--- src/hdl/u8hex_pkg.sv ---
// Shared types, constants and decode helpers for the UTF-8 to UTF-16BE hex transcoder.
package u8hex_pkg;

   localparam int QUEUE_DEPTH = 4;
   localparam int MAX_UNITS   = 3;

   localparam logic [7:0]  ASCII_LIMIT   = 8'h80;
   localparam logic [7:0]  MASK_LEAD2    = 8'hE0;
   localparam logic [7:0]  PFX_LEAD2     = 8'hC0;
   localparam logic [7:0]  MASK_LEAD3    = 8'hF0;
   localparam logic [7:0]  PFX_LEAD3     = 8'hE0;
   localparam logic [7:0]  MASK_LEAD4    = 8'hF8;
   localparam logic [7:0]  PFX_LEAD4     = 8'hF0;
   localparam logic [15:0] QMARK_UNIT    = 16'h003F;
   localparam logic [20:0] SUPP_BASE     = 21'h10000;
   localparam logic [15:0] SURR_HI_BASE  = 16'hD800;
   localparam logic [15:0] SURR_LO_BASE  = 16'hDC00;
   localparam logic [6:0]  ASCII_ZERO    = 7'h30;
   localparam logic [6:0]  ASCII_ALPHA   = 7'h37;  // 'A' - 10

   // One queue entry: the code units caused by one input byte.
   typedef struct packed {
      logic [MAX_UNITS-1:0][15:0] units;
      logic [1:0]                 count;
      logic                       text_end;
   } group_type;

   // Sequence length that a lead byte calls for; 0 marks an invalid lead.
   function automatic logic [2:0] lead_len(input logic [7:0] c);
      logic [2:0] len;
      if (c < ASCII_LIMIT)                     len = 3'd1;
      else if ((c & MASK_LEAD2) == PFX_LEAD2)  len = 3'd2;
      else if ((c & MASK_LEAD3) == PFX_LEAD3)  len = 3'd3;
      else if ((c & MASK_LEAD4) == PFX_LEAD4)  len = 3'd4;
      else                                     len = 3'd0;
      return len;
   endfunction

   // Unit for a byte that stands alone: ASCII passes, anything else is '?'.
   function automatic logic [15:0] single_unit(input logic [7:0] c);
      logic [15:0] u;
      if (c < ASCII_LIMIT) u = {8'h00, c};
      else                 u = QMARK_UNIT;
      return u;
   endfunction

   function automatic logic [6:0] hex_ascii(input logic [3:0] nib);
      logic [6:0] ch;
      if (nib < 4'd10) ch = ASCII_ZERO + {3'b000, nib};
      else             ch = ASCII_ALPHA + {3'b000, nib};
      return ch;
   endfunction

endpackage

--- src/hdl/utf8_to_utf16be_hex.sv ---
// Top level of the UTF-8 to UTF-16BE hex transcoder.
// Takes one UTF-8 byte per item and returns each UTF-16BE code unit as four uppercase
// ASCII hex characters, high nibble first; run_last marks the final character caused by
// a byte and text_done the final character of the string. The front end accepts a byte
// every cycle while the group queue (FIFO_DEPTH entries) has room; bytes of an unfinished
// sequence are held and produce nothing until the sequence completes. The back end sends
// one character per cycle while the receiver is ready, four characters per code unit that a
// byte causes: one unit for ASCII or a BMP character, two for a surrogate pair, up to three
// when a string ends inside a sequence, so the output serializer sets the sustained rate.
module utf8_to_utf16be_hex #(
   parameter int FIFO_DEPTH = u8hex_pkg::QUEUE_DEPTH
) (
   input  logic       clock,
   input  logic       reset,
   input  logic       req_valid,
   output logic       req_ready,
   input  logic [7:0] req_data_byte,
   input  logic       req_string_end,
   output logic       rsp_valid,
   input  logic       rsp_ready,
   output logic [6:0] rsp_hex_char,
   output logic       rsp_run_last,
   output logic       rsp_text_done
);

   u8hex_pkg::group_type push_group, pop_group;
   logic push, pop, queue_full, queue_not_empty;

   u8hex_front u_front (
      .clock          (clock),
      .reset          (reset),
      .req_valid      (req_valid),
      .req_ready      (req_ready),
      .req_data_byte  (req_data_byte),
      .req_string_end (req_string_end),
      .queue_full     (queue_full),
      .push           (push),
      .push_group     (push_group)
   );

   u8hex_fifo #(
      .DEPTH (FIFO_DEPTH)
   ) u_fifo (
      .clock      (clock),
      .reset      (reset),
      .push       (push),
      .push_group (push_group),
      .full       (queue_full),
      .pop        (pop),
      .pop_group  (pop_group),
      .not_empty  (queue_not_empty)
   );

   u8hex_back u_back (
      .clock           (clock),
      .reset           (reset),
      .queue_not_empty (queue_not_empty),
      .queue_group     (pop_group),
      .pop             (pop),
      .rsp_valid       (rsp_valid),
      .rsp_ready       (rsp_ready),
      .rsp_hex_char    (rsp_hex_char),
      .rsp_run_last    (rsp_run_last),
      .rsp_text_done   (rsp_text_done)
   );

endmodule

--- src/hdl/u8hex_front.sv ---
// Front end: takes bytes, holds unfinished sequences and forms groups of UTF-16 code units.
module u8hex_front (
   input  logic                   clock,
   input  logic                   reset,
   input  logic                   req_valid,
   output logic                   req_ready,
   input  logic [7:0]             req_data_byte,
   input  logic                   req_string_end,
   input  logic                   queue_full,
   output logic                   push,
   output u8hex_pkg::group_type   push_group
);

   logic [1:0] pcount_ff, pcount_in;
   logic [2:0] seqlen_ff, seqlen_in;
   logic [7:0] pend_ff [3];
   logic [7:0] pend_in [3];

   logic        accept;
   logic [2:0]  new_len;
   logic        seq_full;
   logic [7:0]  c1, c2, x0, x1;
   logic [20:0] cp, cp_off;
   logic [15:0] surr_hi, surr_lo;

   assign req_ready = !queue_full;
   assign accept    = req_valid && req_ready;
   assign new_len   = u8hex_pkg::lead_len(req_data_byte);
   assign seq_full  = (({1'b0, pcount_ff} + 3'd1) == seqlen_ff);

   // continuation bytes of the held sequence, the new byte in its slot
   assign c1 = (pcount_ff == 2'd1) ? req_data_byte : pend_ff[1];
   assign c2 = (pcount_ff == 2'd2) ? req_data_byte : pend_ff[2];
   // bytes after a truncated lead, decoded again at string end
   assign x0 = (pcount_ff == 2'd1) ? req_data_byte : pend_ff[1];
   assign x1 = req_data_byte;

   always_comb begin
      case (seqlen_ff)
         3'd2:    cp = {10'd0, pend_ff[0][4:0], c1[5:0]};
         3'd3:    cp = {5'd0, pend_ff[0][3:0], c1[5:0], c2[5:0]};
         default: cp = {pend_ff[0][2:0], c1[5:0], c2[5:0], req_data_byte[5:0]};
      endcase
   end

   assign cp_off  = cp - u8hex_pkg::SUPP_BASE;
   assign surr_hi = u8hex_pkg::SURR_HI_BASE + {5'd0, cp_off[20:10]};
   assign surr_lo = u8hex_pkg::SURR_LO_BASE + {6'd0, cp_off[9:0]};

   always_comb begin
      pcount_in           = pcount_ff;
      seqlen_in           = seqlen_ff;
      pend_in             = pend_ff;
      push_group.units    = '0;
      push_group.count    = 2'd0;
      push_group.text_end = req_string_end;
      if (pcount_ff == 2'd0) begin
         if (new_len >= 3'd2 && !req_string_end) begin
            pend_in[0] = req_data_byte;
            pcount_in  = 2'd1;
            seqlen_in  = new_len;
         end else begin
            push_group.count = 2'd1;
            push_group.units[0] = (new_len == 3'd1) ? {8'h00, req_data_byte}
                                                    : u8hex_pkg::QMARK_UNIT;
         end
      end else if (seq_full) begin
         pcount_in = 2'd0;
         seqlen_in = 3'd0;
         if (|cp[20:16]) begin
            push_group.count    = 2'd2;
            push_group.units[0] = surr_hi;
            push_group.units[1] = surr_lo;
         end else begin
            push_group.count    = 2'd1;
            push_group.units[0] = cp[15:0];
         end
      end else if (!req_string_end) begin
         case (pcount_ff)
            2'd1:    pend_in[1] = req_data_byte;
            default: pend_in[2] = req_data_byte;
         endcase
         pcount_in = pcount_ff + 2'd1;
      end else begin
         // string ends inside a sequence: lead becomes '?', the rest start over
         pcount_in           = 2'd0;
         seqlen_in           = 3'd0;
         push_group.units[0] = u8hex_pkg::QMARK_UNIT;
         if (pcount_ff == 2'd1) begin
            push_group.count    = 2'd2;
            push_group.units[1] = u8hex_pkg::single_unit(x0);
         end else if (u8hex_pkg::lead_len(x0) == 3'd2) begin
            push_group.count    = 2'd2;
            push_group.units[1] = {5'd0, x0[4:0], x1[5:0]};
         end else begin
            push_group.count    = 2'd3;
            push_group.units[1] = u8hex_pkg::single_unit(x0);
            push_group.units[2] = u8hex_pkg::single_unit(x1);
         end
      end
   end

   assign push = accept && (push_group.count != 2'd0);

   always_ff @(posedge clock) begin
      if (reset) begin
         pcount_ff <= 2'd0;
         seqlen_ff <= 3'd0;
      end else if (accept) begin
         pcount_ff <= pcount_in;
         seqlen_ff <= seqlen_in;
      end
   end

   always_ff @(posedge clock) begin
      if (accept) begin
         pend_ff <= pend_in;
      end
   end

endmodule

--- src/hdl/u8hex_fifo.sv ---
// Short queue of code-unit groups between the front and back ends.
module u8hex_fifo #(
   parameter int DEPTH = u8hex_pkg::QUEUE_DEPTH
) (
   input  logic                   clock,
   input  logic                   reset,
   input  logic                   push,
   input  u8hex_pkg::group_type   push_group,
   output logic                   full,
   input  logic                   pop,
   output u8hex_pkg::group_type   pop_group,
   output logic                   not_empty
);

   localparam int PTR_W = (DEPTH > 1) ? $clog2(DEPTH) : 1;
   localparam int CNT_W = $clog2(DEPTH + 1);
   localparam logic [PTR_W-1:0] LAST_PTR = PTR_W'(DEPTH - 1);
   localparam logic [CNT_W-1:0] FULL_CNT = CNT_W'(DEPTH);

   u8hex_pkg::group_type mem_ff [DEPTH];
   logic [PTR_W-1:0] wr_ptr_ff, wr_ptr_in, rd_ptr_ff, rd_ptr_in;
   logic [CNT_W-1:0] count_ff, count_in;
   logic             do_push, do_pop;

   assign full      = (count_ff == FULL_CNT);
   assign not_empty = (count_ff != '0);
   assign do_push   = push && !full;
   assign do_pop    = pop && not_empty;
   assign pop_group = mem_ff[rd_ptr_ff];

   always_comb begin
      wr_ptr_in = wr_ptr_ff;
      rd_ptr_in = rd_ptr_ff;
      count_in  = count_ff;
      if (do_push) wr_ptr_in = (wr_ptr_ff == LAST_PTR) ? '0 : wr_ptr_ff + 1'b1;
      if (do_pop)  rd_ptr_in = (rd_ptr_ff == LAST_PTR) ? '0 : rd_ptr_ff + 1'b1;
      if (do_push && !do_pop)      count_in = count_ff + 1'b1;
      else if (do_pop && !do_push) count_in = count_ff - 1'b1;
   end

   always_ff @(posedge clock) begin
      if (reset) begin
         wr_ptr_ff <= '0;
         rd_ptr_ff <= '0;
         count_ff  <= '0;
      end else begin
         wr_ptr_ff <= wr_ptr_in;
         rd_ptr_ff <= rd_ptr_in;
         count_ff  <= count_in;
      end
   end

   always_ff @(posedge clock) begin
      if (do_push) begin
         mem_ff[wr_ptr_ff] <= push_group;
      end
   end

endmodule

--- src/hdl/u8hex_back.sv ---
// Back end: serializes code-unit groups into hex characters behind an output register.
module u8hex_back (
   input  logic                   clock,
   input  logic                   reset,
   input  logic                   queue_not_empty,
   input  u8hex_pkg::group_type   queue_group,
   output logic                   pop,
   output logic                   rsp_valid,
   input  logic                   rsp_ready,
   output logic [6:0]             rsp_hex_char,
   output logic                   rsp_run_last,
   output logic                   rsp_text_done
);

   u8hex_pkg::group_type cur_ff, cur_in;
   logic       cur_valid_ff, cur_valid_in;
   logic [1:0] unit_ff, unit_in;
   logic [1:0] digit_ff, digit_in;
   logic       rsp_valid_ff, rsp_valid_in;
   logic [6:0] rsp_hex_char_ff, rsp_hex_char_in;
   logic       rsp_run_last_ff, rsp_run_last_in;
   logic       rsp_text_done_ff, rsp_text_done_in;

   logic [15:0] sel_unit;
   logic [3:0]  nibble;
   logic        emit, last_digit, last_unit, finish;

   always_comb begin
      case (unit_ff)
         2'd0:    sel_unit = cur_ff.units[0];
         2'd1:    sel_unit = cur_ff.units[1];
         default: sel_unit = cur_ff.units[2];
      endcase
      case (digit_ff)
         2'd0:    nibble = sel_unit[15:12];
         2'd1:    nibble = sel_unit[11:8];
         2'd2:    nibble = sel_unit[7:4];
         default: nibble = sel_unit[3:0];
      endcase
   end

   assign emit       = cur_valid_ff && (!rsp_valid_ff || rsp_ready);
   assign last_digit = (digit_ff == 2'd3);
   assign last_unit  = (unit_ff == (cur_ff.count - 2'd1));
   assign finish     = emit && last_digit && last_unit;
   assign pop        = queue_not_empty && (!cur_valid_ff || finish);

   always_comb begin
      cur_in       = cur_ff;
      cur_valid_in = cur_valid_ff;
      unit_in      = unit_ff;
      digit_in     = digit_ff;
      if (pop) begin
         cur_in       = queue_group;
         cur_valid_in = 1'b1;
         unit_in      = 2'd0;
         digit_in     = 2'd0;
      end else if (finish) begin
         cur_valid_in = 1'b0;
      end else if (emit) begin
         digit_in = digit_ff + 2'd1;
         if (last_digit) unit_in = unit_ff + 2'd1;
      end
   end

   always_comb begin
      rsp_valid_in     = rsp_valid_ff;
      rsp_hex_char_in  = rsp_hex_char_ff;
      rsp_run_last_in  = rsp_run_last_ff;
      rsp_text_done_in = rsp_text_done_ff;
      if (emit) begin
         rsp_valid_in     = 1'b1;
         rsp_hex_char_in  = u8hex_pkg::hex_ascii(nibble);
         rsp_run_last_in  = last_digit && last_unit;
         rsp_text_done_in = last_digit && last_unit && cur_ff.text_end;
      end else if (rsp_ready) begin
         rsp_valid_in = 1'b0;
      end
   end

   always_ff @(posedge clock) begin
      if (reset) begin
         cur_valid_ff <= 1'b0;
         rsp_valid_ff <= 1'b0;
         unit_ff      <= 2'd0;
         digit_ff     <= 2'd0;
      end else begin
         cur_valid_ff <= cur_valid_in;
         rsp_valid_ff <= rsp_valid_in;
         unit_ff      <= unit_in;
         digit_ff     <= digit_in;
      end
   end

   always_ff @(posedge clock) begin
      cur_ff           <= cur_in;
      rsp_hex_char_ff  <= rsp_hex_char_in;
      rsp_run_last_ff  <= rsp_run_last_in;
      rsp_text_done_ff <= rsp_text_done_in;
   end

   assign rsp_valid     = rsp_valid_ff;
   assign rsp_hex_char  = rsp_hex_char_ff;
   assign rsp_run_last  = rsp_run_last_ff;
   assign rsp_text_done = rsp_text_done_ff;

endmodule

--- config.mk ---
export PLATFORM = sky130hd
export DESIGN_NAME = utf8_to_utf16be_hex
export DESIGN_NICKNAME = d
export VERILOG_FILES = /design/src/hdl/u8hex_pkg.sv /design/src/hdl/utf8_to_utf16be_hex.sv /design/src/hdl/u8hex_front.sv /design/src/hdl/u8hex_fifo.sv /design/src/hdl/u8hex_back.sv
export SDC_FILE = /design/constraint.sdc
export NUM_CORES = 1
export LEC_CHECK = 0
export BUFFER_PORTS_ARGS = -buffer_cell sky130_fd_sc_hd__clkbuf_2
export CAP_MARGIN = 20
export CORE_MARGIN = 1
export CORE_UTILIZATION = 45
export DETAILED_ROUTE_END_ITERATION = 10
export GPL_ROUTABILITY_DRIVEN = 0
export PLACE_DENSITY = 0.69
export SYNTH_ARGS = -nofsm -noshare
export SYNTH_HDL_FRONTEND = slang
export SYNTH_SLANG_ARGS = --single-unit
--- constraint.sdc ---
create_clock -name clock -period 9 [get_ports clock]
set_clock_uncertainty 0.15 [all_clocks]
set_input_delay 0.45 -clock clock [delete_from_list [all_inputs] [get_ports clock]]
set_output_delay 0.45 -clock clock [all_outputs]
set_load 0.01 [all_outputs]
After elaboration in Yosys (flattened, before gate mapping)
Memory sizes are Yosys's and may differ from the RTL's. A register that Yosys moved wholly into a read port is not among the register bits.
Index checks and enable logic that the tools add are counted.

word-level totals
  flip-flop bits (word level) = 46
  bits in writable memories = 204
  bits of input ports = 13
  output and inout bits = 11
  memories = 1

operators by class
  add/subtract/negate cells = 14
  $lt $le $gt $ge = 4
  equality and inequality tests = 22
  muxes and demuxes = 53
  bitwise operators = 5
  reductions and logical operators = 39

memory list
  memory         words  bits a word  read ports  clocked after Yosys merged registers in  write ports  line              source
  u_fifo.mem_ff  4      51           1           1                                        1            u8hex_fifo.sv:20  u8hex_pkg::group_type mem_ff [DEPTH];

operators by type and width
  operator                                             count
  2-to-1 mux 16 bit                                    5
  2-to-1 mux 18 bit                                    3
  2-to-1 mux 3 bit                                     18
  2-to-1 mux 50 bit                                    1
  one-hot mux 21 bit (2 select lines)                  1
  2-to-1 mux 34 bit                                    1
  2-to-1 mux 32 bit                                    1
  2-to-1 mux 8 bit                                     4
  one-hot mux 16 bit (2 select lines)                  1
  subtractor 21 x 17 -> 21 bit, second input constant  1
  adder 15 x 11 -> 16 bit, first input constant        1
  adder 15 x 12 -> 16 bit, first input constant        1
  less-than comparator 8 bit, second input constant    2
  adder 6 x 4 -> 7 bit, first input constant           2
  2-to-1 mux 2 bit                                     7
  logical AND 1 bit                                    13
  one-hot mux 4 bit (3 select lines)                   1
  2-to-1 mux 11 bit                                    1
  adder 2 x 1 -> 2 bit, second input constant          5
  == test 2 bit, second input constant                 5
  == test 5 bit, second input constant                 2
  == test 3 x 2 -> 1 bit, second input constant        3
  == test 3 bit, second input constant                 3
  AND reduction 3 bit                                  3
  26 further kinds                                     52

Longest topological paths before layout
  depth in word-level cells = 24
  mapped depth = 13

By module
Synthesis repeated with hierarchy kept, for this count alone.

unflattened totals
  cells, all modules = 760
  area total of the unflattened synthesis = 12813.5 µm²

modules (own cells, without submodules)
  module       times used  cells an instance  area each (µm²)  seq. area each (µm²)
  u8hex_fifo   1           317                7843.8           6306.0
  u8hex_back   1           175                2752.6           1921.8
  u8hex_front  1           268                2217.1           670.6

Least setup slack after synthesis
OpenSTA, ideal clock, no wires.

  kind = reg2reg
  start point = register u_back.cur_ff[2] (netlist name)
  end point = register u_fifo.count_ff[2]
  arrival = 3.968 ns
  required time = 8.780 ns
  path slack = 4.812 ns
  stages on the path, launching flop included = 12
  buffers on the path = 0
  period minus slack after synthesis = 4.188 ns
  path through = edfxtp_1 > xnor2_1 > mux2i_1 > a31oi_1 > nor2_1 > inv_1 > ha_1 > inv_1 > fa_1 > xor2_1 > or3_1 > a21oi_1

on the way
  longest elaborated chain between the ends = 9
  elaborated cells on any way between the ends = 11

ends and longest elaborated chain
  what                                                    line                       source
  subtractor 2 x 1 -> 2 bit (*)                           u8hex_back.sv:44           assign last_unit = (unit_ff == (cur_ff.count - 2'd1));
  == test 2 bit (*)                                       u8hex_back.sv:44
  logical AND 1 bit (*)                                   u8hex_back.sv:45           assign finish = emit && last_digit && last_unit;
  logical OR 1 bit (*)                                    u8hex_back.sv:46           assign pop = queue_not_empty && (!cur_valid_ff || finish);
  logical AND 1 bit (*)                                   u8hex_back.sv:46
  net pop                                                 utf8_to_utf16be_hex.sv:27  logic push, pop, queue_full, queue_not_empty;
  logical AND 1 bit (*)                                   u8hex_fifo.sv:28           assign do_pop = pop && not_empty;
  logical NOT 1 bit                                       u8hex_fifo.sv:37           if (do_push && !do_pop) count_in = count_ff + 1'b1;
  logical AND 1 bit                                       u8hex_fifo.sv:37
  2-to-1 mux 3 bit or nonzero test 2 bit (tied branches)  --
  to (signal assigned)                                    u8hex_fifo.sv:49           count_ff <= count_in;
  to (decl)                                               u8hex_fifo.sv:22           logic [CNT_W-1:0] count_ff, count_in;

The timed path passes the listed nets; every way through them passes the cells marked *.
A chain may end at the register's enable or synchronous reset.

==> flow_summary.toml <==
[clock_network]
cts_tree = "yes"
cts_buffers = 25
post_cts_buffers = 0
cts_hold_buf = 0
insertion_delay_ps = 520
cts.sinks = 236
cts_resized = 0
cts_root_buffer = "clkbuf_16"
htreeDepth = 1
cts.clk_slew.worst_paths_ps = 60
clk_path_buf_depth = 3

[worst_setup_path]
critPathLaunchType = "register"
r2r_slack_ps = 5520
path_common_cell = "ha_1"
cp_data_arrival_time_ps = 3570
slowest_stage = "o41ai_2"
crit_family = "compound AO/OA/AOI/OAI gates"
crit_start = "u_front.pcount_ff[0]$_SDFFE_PP0P_"
crit_path_cell_trace = "ha_1, buf_4, mux2_2, nand2_1, ha_1, o21ai_1, nand3_1, o41ai_2"
r2r_end = "u_fifo.mem_ff[0][19]$_DFFE_PP_"
crit_type = "register to register"
cp.required_ps = 9100
crit_path_end_kind = "register"
worstPathBufferInverterCount = 1
crit_fanout = 28
reg2reg_depth = 8
critical-path-max-stage-delay_ps = 670
rr_startpoint = "u_front.pcount_ff[0]$_SDFFE_PP0P_"

[layout]
final_cell_mix = "edfxtp_1, nor2_1, mux4_2"
regArea_mm2 = 0.006908
nFillCells = 1797
drive_above_1_share_pct = 20.12
fin_util_pct = 51.56
syn_to_final_growth_pct = 11.24
multi_input_area_mm2 = 0.003090
layout.cells.non_filler = 971
final_net_count = 705
layout_commonest_cell = "edfxtp_1"
diodes = 0

[timing]
fin_ws_ps = 5525
fmax_mhz = 287.8
setup_viol = 0
fin_crit_sh_pct = 38.61
setup_tns_ps = 0
rsz0062_at_grt = "no"
relSlewSlack_pct = 31.46
period_needed_ps = 3475
tightest_slew_ps = 1028
maxSlewViolCount = 0
hold_viol_final = 0

[routing]
wl_um = 20690
num_vias = 5705
via_per_inst = 5.875
ant_nets = 0
route.detailed.drc = 0
dr.pass1.iters = 7
drt_iter0_markers = 486
wl_per_cell_um = 21.30

[global_route]
grt_pass1_wl_um = 32250
grt_use_total_pct = 17.94
grt_pass1_vias = 5718
grt_max_degree = 44
grt-ovfl-total = 0
grt_antenna_before_repair = 0

[logic_synthesis]
synth-seq-cells = 236
synth_edf_count = 218
ys_seq_area_share_pct = 67.66
synthesis.nets = 683
synth_cell_types = 69
ys_async_sr_fraction_pct = 0
yosys_warnings = 0
synthCells = 650
netlist_area_mm2 = 0.01021
avgSynthCellArea_um2 = 15.71
synth_ff_type = "edfxtp_1"

[placed_design]
port_buffers = 23
hpwl_um = 13440
place_inst = 925
pre_cts_slack_ps = 5560

[hold_path]
min_path_cells = 3
hold_end = "u_back.rsp_valid$_SDFFE_PP0P_"
hold_start = "rsp_ready"
worstHoldPathType = "primary input to register"

[floorplanning]
std_cell_rows = 54
fp.dieH_um = 152.6
design.core.area_mm2 = 0.02203
chipWidth_um = 152.6
die_area_mm2 = 0.02329
ios = 24
initial_utilization_pct = 46.35

[status]
outcome = "complete, no violations"

[power]
irDropWorstVdd_v = 0.0001603
power.density_mw_per_mm2 = 269.1
p_leak_nw = 3.854

[run]
timing.max_cap.violations = 0
==> cell type report <==
cell class | instances | area share, %
sequential | 236 | 60.83
multi-input combinational | 361 | 27.21
clock buffer | 28 | 5.608
tap | 280 | 3.085
timing repair buffer | 29 | 1.410
clock inverter | 18 | 1.223
inverter | 19 | 0.6280
==> sequential cells by signal (all words and copies together), names as in the netlist <==
register,cells
u_fifo.wr_ptr_ff,2
u_fifo.count_ff,3
u_back.digit_ff,2
u_back.unit_ff,2
u_back.cur_valid_ff,1
u_back.rsp_text_done,1
u_back.cur_ff,38
u_front.seqlen_ff,3
u_fifo.rd_ptr_ff,2
u_back.rsp_hex_char,7
u_back.rsp_run_last,1
u_back.rsp_valid,1
u_front.pend_ff,19
u_front.pcount_ff,2
u_fifo.mem_ff,152
==> per-layer routing <==
layer | vias up | part of all wire [%] | GRT usage [%]
met5 | - | 0 | 0
met4 | 0 | 3.1 | 6.445
met3 | 43 | 4.3 | 2.361
met2 | 178 | 49 | 29.97
met1 | 2873 | 44 | 24.19
li1 | 2611 | - | -
==> worst register-to-register path, delay by kind of cell (launching register included) <==
kind,cells,cell delay (ps)
AOI/OAI and AO/OA,2,1010
and+or+nand+nor,2,570
adders and majority gates,2,470
DFF,1,440
buffers and inverters,1,300
muxes,1,270
==> logic make-up after synthesis <==
logic type / count (synthesis) / share of synthesized area [%]
AOI/OAI and AO/OA: 129 / 8.751
xor gates and xnor gates: 11 / 0.9437
adders and majority gates: 20 / 2.525
buffers and inverters: 53 / 2.194
DFF: 236 / 67.66
muxes: 65 / 11.17
and+or+nand+nor: 136 / 6.766
==> per-stage QoR <==
| step | hold WS (ps) | power [mW] | area [µm²] |
|---|---|---|---|
| final | 132.4 | 3.056 | 11360 |
| after CTS | 108.5 | 3.080 | 11360 |
| after floorplan | 317.2 | 1.953 | 10210 |
| after global routing | 130.5 | 3.187 | 11360 |
| after global placement | 345.2 | 2.106 | 10580 |
| after detailed placement | 358.5 | 2.126 | 10580 |
==> synth_stat cells (4+ instances only) <==
library cell    n  area [µm²]
a21o_1          4       30.03
a21oi_1        28       140.1
a22o_1         10       87.58
a22oi_1         8       60.06
a31oi_1         5       31.28
a32oi_1         4       35.03
and2_1          5       31.28
buf_2          13       65.06
clkbuf_1       15       56.30
dfxtp_1        18       360.4
edfxtp_1      218        6546
ha_1           19       237.7
inv_1          19       71.32
mux2_2         11       123.9
mux2i_1        16       160.2
mux4_2         38       855.8
nand2_1        34       127.6
nand2b_1        7       43.79
nand3_1         5       25.02
nor2_1         45       168.9
nor2b_1         6       37.54
nor3_1          9       45.04
nor3b_1         4       30.03
o21a_1          5       37.54
o21ai_0        24       120.1
o221ai_1        7       61.31
o22a_1          7       61.31
xnor2_1         6       52.55
xor2_1          5       43.79
==> how the worst max path moves through the flow <==
stage                                       to  slack [ps]  cells past startpoint
6_report        u_fifo.mem_ff[0][19]$_DFFE_PP_        5520                      8
5_1_grt         u_fifo.mem_ff[1][19]$_DFFE_PP_        5300                      8
2_1_floorplan  u_fifo.count_ff[2]$_SDFFE_PP0P_        4810                     11
3_3_place_gp   u_fifo.count_ff[2]$_SDFFE_PP0P_        5690                      9
4_1_cts        u_fifo.count_ff[2]$_SDFFE_PP0P_        5540                      9
3_5_place_dp   u_fifo.count_ff[2]$_SDFFE_PP0P_        5560                      9
==> where the power goes <==
group	internal, mW	leakage (nW)	switching, mW
Clock	0.543	0.368	0.414
Combinational	0.262	1.24	0.348
Sequential	1.43	2.25	0.0595
Total	2.23	3.85	0.821
Note: power is estimated with default switching activity, not from simulation.
